[config.mk]
export PLATFORM = sky130hd
export DESIGN_NAME = windowed_moving_average
export DESIGN_NICKNAME = d
export VERILOG_FILES = /design/src/sv/wma_pkg.sv /design/src/sv/wma_ram.sv /design/src/sv/wma_div.sv /design/src/sv/windowed_moving_average.sv
export SDC_FILE = /design/constraint.sdc
export NUM_CORES = 2
export LEC_CHECK = 0
export ABC_CLOCK_PERIOD_IN_PS = 7700
export BUFFER_PORTS_ARGS = -buffer_cell sky130_fd_sc_hd__buf_2
export CELL_PAD_IN_SITES_DETAIL_PLACEMENT = 1
export CELL_PAD_IN_SITES_GLOBAL_PLACEMENT = 2
export CORE_ASPECT_RATIO = 1.5
export CORE_MARGIN = 2
export CORE_UTILIZATION = 52
export DETAILED_ROUTE_END_ITERATION = 16
export GPL_TIMING_DRIVEN = 0
export PLACE_DENSITY_LB_ADDON = 0.1
export SLEW_MARGIN = 30
export SYNTH_ARGS = -nofsm -noshare
export SYNTH_HDL_FRONTEND = slang
export SYNTH_SLANG_ARGS = --single-unit
[constraint.sdc]
create_clock -name clk -period 7.7 [get_ports clk]
set_clock_uncertainty 0.1 [all_clocks]
set_input_delay 0.77 -clock clk [delete_from_list [all_inputs] [get_ports clk]]
set_output_delay 0.77 -clock clk [all_outputs]
set_load 0.01 [all_outputs]
[src/sv/wma_pkg.sv]
// Shared types and constants for the windowed moving average block.
`default_nettype none
package wma_pkg;

  localparam int SAMPLE_W = 32;
  localparam int MEAN_W   = 32;

  typedef struct packed {
    logic busy;
    logic done;
  } div_stat_t;

endpackage
`default_nettype wire

[src/sv/wma_ram.sv]
// Generic single-write, single-read RAM with a registered read port.
`default_nettype none
module wma_ram #(
  parameter int WIDTH = 32,
  parameter int DEPTH = 60
) (
  input  wire logic                                     clk,
  input  wire logic                                     we,
  input  wire logic [((DEPTH > 1) ? $clog2(DEPTH) : 1)-1:0] waddr,
  input  wire logic [WIDTH-1:0]                         wdata,
  input  wire logic [((DEPTH > 1) ? $clog2(DEPTH) : 1)-1:0] raddr,
  output logic      [WIDTH-1:0]                         rdata
);

  logic [WIDTH-1:0] mem [DEPTH];

  always_ff @(posedge clk) begin
    if (we) begin
      mem[waddr] <= wdata;
    end
    rdata <= mem[raddr];
  end

endmodule
`default_nettype wire

[src/sv/wma_div.sv]
// Radix-2 restoring divider, one quotient bit per cycle.
`default_nettype none
module wma_div #(
  parameter int DIVIDEND_W = 38,
  parameter int DIVISOR_W  = 6
) (
  input  wire logic                  clk,
  input  wire logic                  rst,
  input  wire logic                  start,
  input  wire logic [DIVIDEND_W-1:0] dividend,
  input  wire logic [DIVISOR_W-1:0]  divisor,
  output wma_pkg::div_stat_t         stat,
  output logic      [DIVIDEND_W-1:0] quotient
);

  localparam int CW = $clog2(DIVIDEND_W);
  localparam logic [CW-1:0] LAST = CW'(DIVIDEND_W - 1);

  logic                  busy;
  logic                  done;
  logic [CW-1:0]         cnt;
  logic [DIVISOR_W-1:0]  rem;
  logic [DIVISOR_W-1:0]  dsr;
  logic [DIVIDEND_W-1:0] quo;
  logic [DIVISOR_W:0]    rem_shift;
  logic [DIVISOR_W:0]    diff;
  logic                  qbit;
  logic [DIVISOR_W-1:0]  rem_next;

  assign rem_shift = {rem, quo[DIVIDEND_W-1]};
  assign diff      = rem_shift - {1'b0, dsr};
  assign qbit      = (rem_shift >= {1'b0, dsr});
  assign rem_next  = qbit ? diff[DIVISOR_W-1:0] : rem_shift[DIVISOR_W-1:0];

  always_ff @(posedge clk) begin
    if (rst) begin
      busy <= 1'b0;
      done <= 1'b0;
      cnt  <= '0;
    end else begin
      done <= 1'b0;
      if (start) begin
        busy <= 1'b1;
        cnt  <= '0;
        rem  <= '0;
        dsr  <= divisor;
        quo  <= dividend;
      end else if (busy) begin
        rem <= rem_next;
        quo <= {quo[DIVIDEND_W-2:0], qbit};
        cnt <= cnt + 1'b1;
        if (cnt == LAST) begin
          busy <= 1'b0;
          done <= 1'b1;
        end
      end
    end
  end

  assign stat     = '{busy: busy, done: done};
  assign quotient = quo;

endmodule
`default_nettype wire

[src/sv/windowed_moving_average.sv]
// Moving average of the last WINDOW unsigned samples, kept in a ring RAM.
//
// Input stream (s_tvalid/s_tready/s_tdata) carries one 32-bit sample per
// request; output stream (m_tvalid/m_tready/m_tdata) carries one 32-bit mean
// per request: running sum over the window divided by min(samples seen,
// WINDOW), truncated.
// Each request reads the oldest ring entry in ST_READ, then the divider works
// through the sum bit by bit (32 + clog2(WINDOW) bits, 38 at the default
// WINDOW) producing the quotient; ST_DONE moves it to the output reg.
// One sample is taken at a time: the next is accepted only after the
// previous mean has been moved to the output register.
// s_tready is high only while no sample is in work; a finished mean waits in
// the output register, and the next sample may be accepted meanwhile.
// A stalled receiver holds the next mean in the divider until the output
// register frees up.
// Synchronous reset empties the window: sum, pointer and fill count clear,
// and ring entries that were never written since reset read as zero through
// the fill count, so no clearing pass is needed.
`default_nettype none
module windowed_moving_average #(
  parameter int WINDOW = 60
) (
  input  wire logic        clk,
  input  wire logic        rst,
  input  wire logic        s_tvalid,
  output logic             s_tready,
  input  wire logic [31:0] s_tdata,   // [31:0] sample
  output logic             m_tvalid,
  input  wire logic        m_tready,
  output logic      [31:0] m_tdata    // [31:0] mean
);

  localparam int PTR_W = (WINDOW > 1) ? $clog2(WINDOW) : 1;
  localparam int CNT_W = $clog2(WINDOW + 1);
  localparam int SUM_W = wma_pkg::SAMPLE_W + $clog2(WINDOW);
  localparam logic [PTR_W-1:0] PTR_LAST = PTR_W'(WINDOW - 1);
  localparam logic [CNT_W-1:0] CNT_FULL = CNT_W'(WINDOW);

  typedef enum logic [1:0] {
    ST_IDLE,
    ST_READ,
    ST_DIV,
    ST_DONE
  } state_t;

  state_t                       state;
  logic [PTR_W-1:0]             ptr;
  logic [CNT_W-1:0]             fill;
  logic [SUM_W-1:0]             sum;
  logic [wma_pkg::SAMPLE_W-1:0] sample;
  logic [wma_pkg::SAMPLE_W-1:0] ram_rdata;
  logic [wma_pkg::SAMPLE_W-1:0] old;
  logic                         full;
  logic [SUM_W-1:0]             sum_next;
  logic [CNT_W-1:0]             fill_next;
  logic [PTR_W-1:0]             ptr_next;
  logic                         div_start;
  wma_pkg::div_stat_t           div_stat;
  logic [SUM_W-1:0]             quotient;

  assign s_tready  = (state == ST_IDLE);
  assign full      = (fill == CNT_FULL);
  assign old       = full ? ram_rdata : '0;
  assign sum_next  = sum - SUM_W'(old) + SUM_W'(sample);
  assign fill_next = full ? fill : fill + 1'b1;
  assign ptr_next  = (ptr == PTR_LAST) ? '0 : ptr + 1'b1;
  assign div_start = (state == ST_READ);

  wma_ram #(
    .WIDTH (wma_pkg::SAMPLE_W),
    .DEPTH (WINDOW)
  ) u_ring (
    .clk   (clk),
    .we    (state == ST_READ),
    .waddr (ptr),
    .wdata (sample),
    .raddr (ptr),
    .rdata (ram_rdata)
  );

  wma_div #(
    .DIVIDEND_W (SUM_W),
    .DIVISOR_W  (CNT_W)
  ) u_div (
    .clk      (clk),
    .rst      (rst),
    .start    (div_start),
    .dividend (sum_next),
    .divisor  (fill_next),
    .stat     (div_stat),
    .quotient (quotient)
  );

  always_ff @(posedge clk) begin
    if (rst) begin
      state    <= ST_IDLE;
      ptr      <= '0;
      fill     <= '0;
      sum      <= '0;
      m_tvalid <= 1'b0;
    end else begin
      if (m_tvalid && m_tready && (state != ST_DONE)) begin
        m_tvalid <= 1'b0;
      end
      unique case (state)
        ST_IDLE: begin
          if (s_tvalid) begin
            sample <= s_tdata;
            state  <= ST_READ;
          end
        end
        ST_READ: begin
          sum   <= sum_next;
          fill  <= fill_next;
          ptr   <= ptr_next;
          state <= ST_DIV;
        end
        ST_DIV: begin
          if (div_stat.done) begin
            state <= ST_DONE;
          end
        end
        ST_DONE: begin
          if (!m_tvalid || m_tready) begin
            m_tdata  <= quotient[wma_pkg::MEAN_W-1:0];
            m_tvalid <= 1'b1;
            state    <= ST_IDLE;
          end
        end
        default: begin
          state <= ST_IDLE;
        end
      endcase
    end
  end

`ifndef NO_ASSERTIONS
  a_fill_bound: assert property (@(posedge clk) disable iff (rst)
    fill <= CNT_FULL)
    else $error("fill count above window");

  a_ptr_tracks_fill: assert property (@(posedge clk) disable iff (rst)
    !full |-> (CNT_W'(ptr) == fill))
    else $error("write pointer out of step with fill count");

  a_div_idle_on_start: assert property (@(posedge clk) disable iff (rst)
    div_start |-> !div_stat.busy)
    else $error("divider started while busy");

  a_done_in_div: assert property (@(posedge clk) disable iff (rst)
    div_stat.done |-> (state == ST_DIV))
    else $error("divider finished outside divide state");

  a_load_from_done: assert property (@(posedge clk) disable iff (rst)
    $rose(m_tvalid) |-> ($past(state) == ST_DONE))
    else $error("mean presented without a finished divide");
`endif

endmodule
`default_nettype wire
==> summary.md <==
| Metric | Value |
|---|---|
| Residual DRC | `0` |
| Die area | `158000 sq um` |
| Core area | `155000 sq um` |
| Finished Core Util | `62.6%` |
| Leak | `approximately 31 nW` |
| Vias | `between 50000 and 60000` |
| Layout net count | `5378` |
| Synth top area share | `75.7%` |
| DRT Wirelength | `~350000 um` |
| Dpl cells | `between 7000 and 8000` |
| Initial core utilization | `52.2%` |
| Cell area after synthesis | `80700 sq um` |
| Slowest Stage Delay on Critical Path | `between 700 and 800 ps` |
| Setup Fix Bufs, Post-CTS | `0` |
| CTS tree | `yes` |
| Post-route insts no fill | `roughly 7500` |
| Final Power | `30.5 mW` |
| Crit-path slowest cell | `a211oi_1` |
| TritonCTS Buffers | `about 190` |
| WP data required | `between 8000 and 9000 ps` |
| RSZ-0062 raised after global routing | `false` |
| Relative max-transition margin | `22.0%` |
| Hold Crit Depth | `1` |
| Crit-path cells | `inv_1 > ha_1 > nand2_1 > nor2b_1 > clkbuf_1 > and2_1 > fa_1 > inv_1 > ha_1 > a21oi_1 > nor2_1 > a211oi_1 > a21boi_1 > a31oi_1 > o21ai_1 > xor2_1 > mux2_2` |
| Max cap viols | `0` |
| Clk Latency, worst-skew pair | `880 ps` |
| Area leader, netlist | `edfxtp_1` |
| Hold_buf cts | `30` |
| Vias in the first global route | `54400` |
| DIE WIDTH | `326 um` |
| Worst Max-Slew Pin Slew | `1160 ps` |
| FILL cells | `13500` |
| Pins Over Slew Limit | `0` |
| Vias per cell | `approximately 7.2` |
| EDFF count, synth | `2034` |
| Hold crit path type | `primary input to flip-flop` |
| Pre-CTS setup slack | `1840 ps` |
| CTS max path bufs | `3` |
| Fmax | `171 MHz` |
| Cell types occupying the most area after synthesis | `edfxtp_1, a22oi_1, dfxtp_1, a22o_1, a221oi_1` |
| Root Driver | `clkbuf_16` |
| Routed WL per cell | `46.6 um` |
| Crit path time final | `slightly below 6000 ps` |
| Gr ovfl total | `0` |
| Post-synthesis sequential area ratio | `between 70% and 80%` |
| Resized Gates After CTS | `0` |
| Power per cell area | `315 nW/um^2` |
| Syn-to-layout area delta | `20.0%` |
| Reg2reg setup slack | `1850 ps` |
| Outcome | `finished clean` |
| CTS sink count | `2127` |
| CP Max Fanout | `10` |
| R2R Path Start | `fill[0]$_SDFFE_PP0P_` |
| Hold Slack | `42.3 ps` |
| Largest net degree at the start of global routing | `25` |
| Async SR Flop Fraction | `0%` |
| Share of cells above drive strength 1 | `19.4%` |
| Placer Congestion | `0.912` |
| Die height | `slightly below 500 um` |
| Final Hold Fails | `0` |
| Startpoint types | `flip-flop` |
| Final Setup Violations | `0` |
| Worst setup margin | `1850 ps` |
| Initial antenna violation count | `34` |
| First-pass iteration count of the detailed router | `6` |
| Distinct cells, synth | `72` |
| Number of port buffers | `69` |
| Number of DRC markers in iteration 0 | `~9000` |
| DRT antenna net count | `0` |
| Tot GR Track Use | `44.3%` |
| Synth Flop Type | `edfxtp_1` |
| Ys Warns | `0` |
| Io pins | `70` |
| Post-DP HPWL | `244000 um` |
| Synth Register Bits | `2127` |
| Reg clk slew, reported paths | `60 ps` |
| R2r endpoint | `u_div.quotient[28]$_DFFE_PP_` |
| Syn Area/Cell | `approximately 17 sq um` |
| Crit. End Element | `flip-flop` |
| Worst setup path category | `flip-flop to flip-flop` |
| Net Count, Synth | `4793` |
| VDD IR max | `221 uV` |
| Placed inst area | `approximately 90000 sq um` |
| Cells after synthesis | `roughly 4700` |
| Critical path arrival | `roughly 6400 ps` |
| R2r worst-path depth | `17` |
| Hold worst-path end | `sample[30]$_DFFE_PP_` |
| H-tree depth | `4` |
| Final worst path period share | `75.9%` |
| # rows | `177` |
| Final instance area | `between 90000 and 100000 sq um` |
| First-pass GRT wire length | `467000 um` |
| Setup TNS | `0 ps` |
| Worst hold start | `s_tdata[30]` |
==> placed cells by master (no fill, tap or decap), types with 56 or more instances in the layout <==
cell	synthesis	layout
clkbuf_16	0	196
a22o_1	141	141
a22oi_1	588	588
o21ai_0	80	80
a221oi_1	118	114
nor2_1	144	81
a21oi_1	146	144
dfxtp_1	93	93
nand2_1	115	113
edfxtp_1	2034	2034
a31oi_1	101	101
buf_6	16	87
buf_2	118	223
inv_1	180	180
buf_16	0	141
nand4_1	56	56
clkbuf_1	99	114
nor2_4	0	61
==> critical path, delay by kind of cell, from the launching register on <==
| kind | cells | cell delay [ps] |
|---|---|---|
| DFF | 1 | 350 |
| adders and majority gates | 3 | 900 |
| xor gates and xnor gates | 1 | 220 |
| muxes | 1 | 300 |
| AOI/OAI and AO/OA | 5 | 1980 |
| and+or+nand+nor | 4 | 1140 |
| buffers and inverters | 3 | 600 |
==> per-layer routing <==
metal	vias up	routed length [um]	global-route usage [%]
met5	-	442	0.857
li1	20200	-	-
met4	38	40200	39.9
met2	4874	162000	69.6
met1	27400	105000	48.2
met3	1699	43100	13.6
==> how the worst max path moves through the flow <==
| stage | startpoint | end | slack [ps] |
|---|---|---|---|
| 4_1_cts | fill[0]$_SDFFE_PP0P_ | u_div.quotient[28]$_DFFE_PP_ | 1820 |
| 2_1_floorplan | sample[26]$_DFFE_PP_ | u_div.quotient[37]$_DFFE_PP_ | 3560 |
| 6_report | fill[0]$_SDFFE_PP0P_ | u_div.quotient[28]$_DFFE_PP_ | 1850 |
| 3_5_place_dp | fill[0]$_SDFFE_PP0P_ | u_div.quotient[28]$_DFFE_PP_ | 1840 |
| 3_3_place_gp | ptr[0]$_SDFFE_PP0P_ | u_ring.mem[41][14]$_DFFE_PP_ | -1220 |
| 5_1_grt | fill[0]$_SDFFE_PP0P_ | u_div.quotient[28]$_DFFE_PP_ | 1610 |
==> flip-flops by register name (all words and copies together), names as in the netlist, 2 cells and up <==
name / flops
state: 2
u_ring.rdata: 32
u_div.quotient: 38
fill: 6
u_div.dsr: 6
u_div.rem: 6
sample: 32
u_ring.mem: 1920
m_tdata: 32
u_div.cnt: 6
ptr: 6
sum: 38
==> final cells by class <==
cell class	instances	area, sq um	area share [%]
inverter	181	679	0.702
sequential	2127	62900	65.0
clock buffer	249	5110	5.28
multi-input combinational	2083	16400	17.0
timing repair buffer	391	6380	6.60
tap	2058	2570	2.66
clock inverter	113	1180	1.22
buffer	280	1430	1.47
antenna	22	55.1	0.0569
==> synth_stat cells, types with 93 or more instances <==
cell / count
edfxtp_1: 2034
a22oi_1: 588
inv_1: 180
a21oi_1: 146
nor2_1: 144
a22o_1: 141
a221oi_1: 118
buf_2: 118
nand2_1: 115
a31oi_1: 101
clkbuf_1: 99
dfxtp_1: 93
==> power by group <==
group	leakage (nW)	total, mW	switching, mW	internal [mW]
Clock	3.06	9.84	4.43	5.41
Sequential	19.1	13.6	0.268	13.4
Combinational	9.15	7.00	4.89	2.11
==> cells by family (layout without fill, tap and decap cells) <==
| group | after synthesis | in the layout | share of synthesized area [%] |
|---|---|---|---|
| other | 0 | 22 | 0 |
| and+or+nand+nor | 490 | 490 | 2.98 |
| xor gates and xnor gates | 44 | 44 | 0.478 |
| AOI/OAI and AO/OA | 1359 | 1359 | 12.4 |
| muxes | 104 | 104 | 2.00 |
| buffers and inverters | 461 | 1214 | 2.51 |
| adders and majority gates | 86 | 86 | 1.64 |
| DFF | 2127 | 2127 | 78.0 |
(Power assumes the default switching activity.)
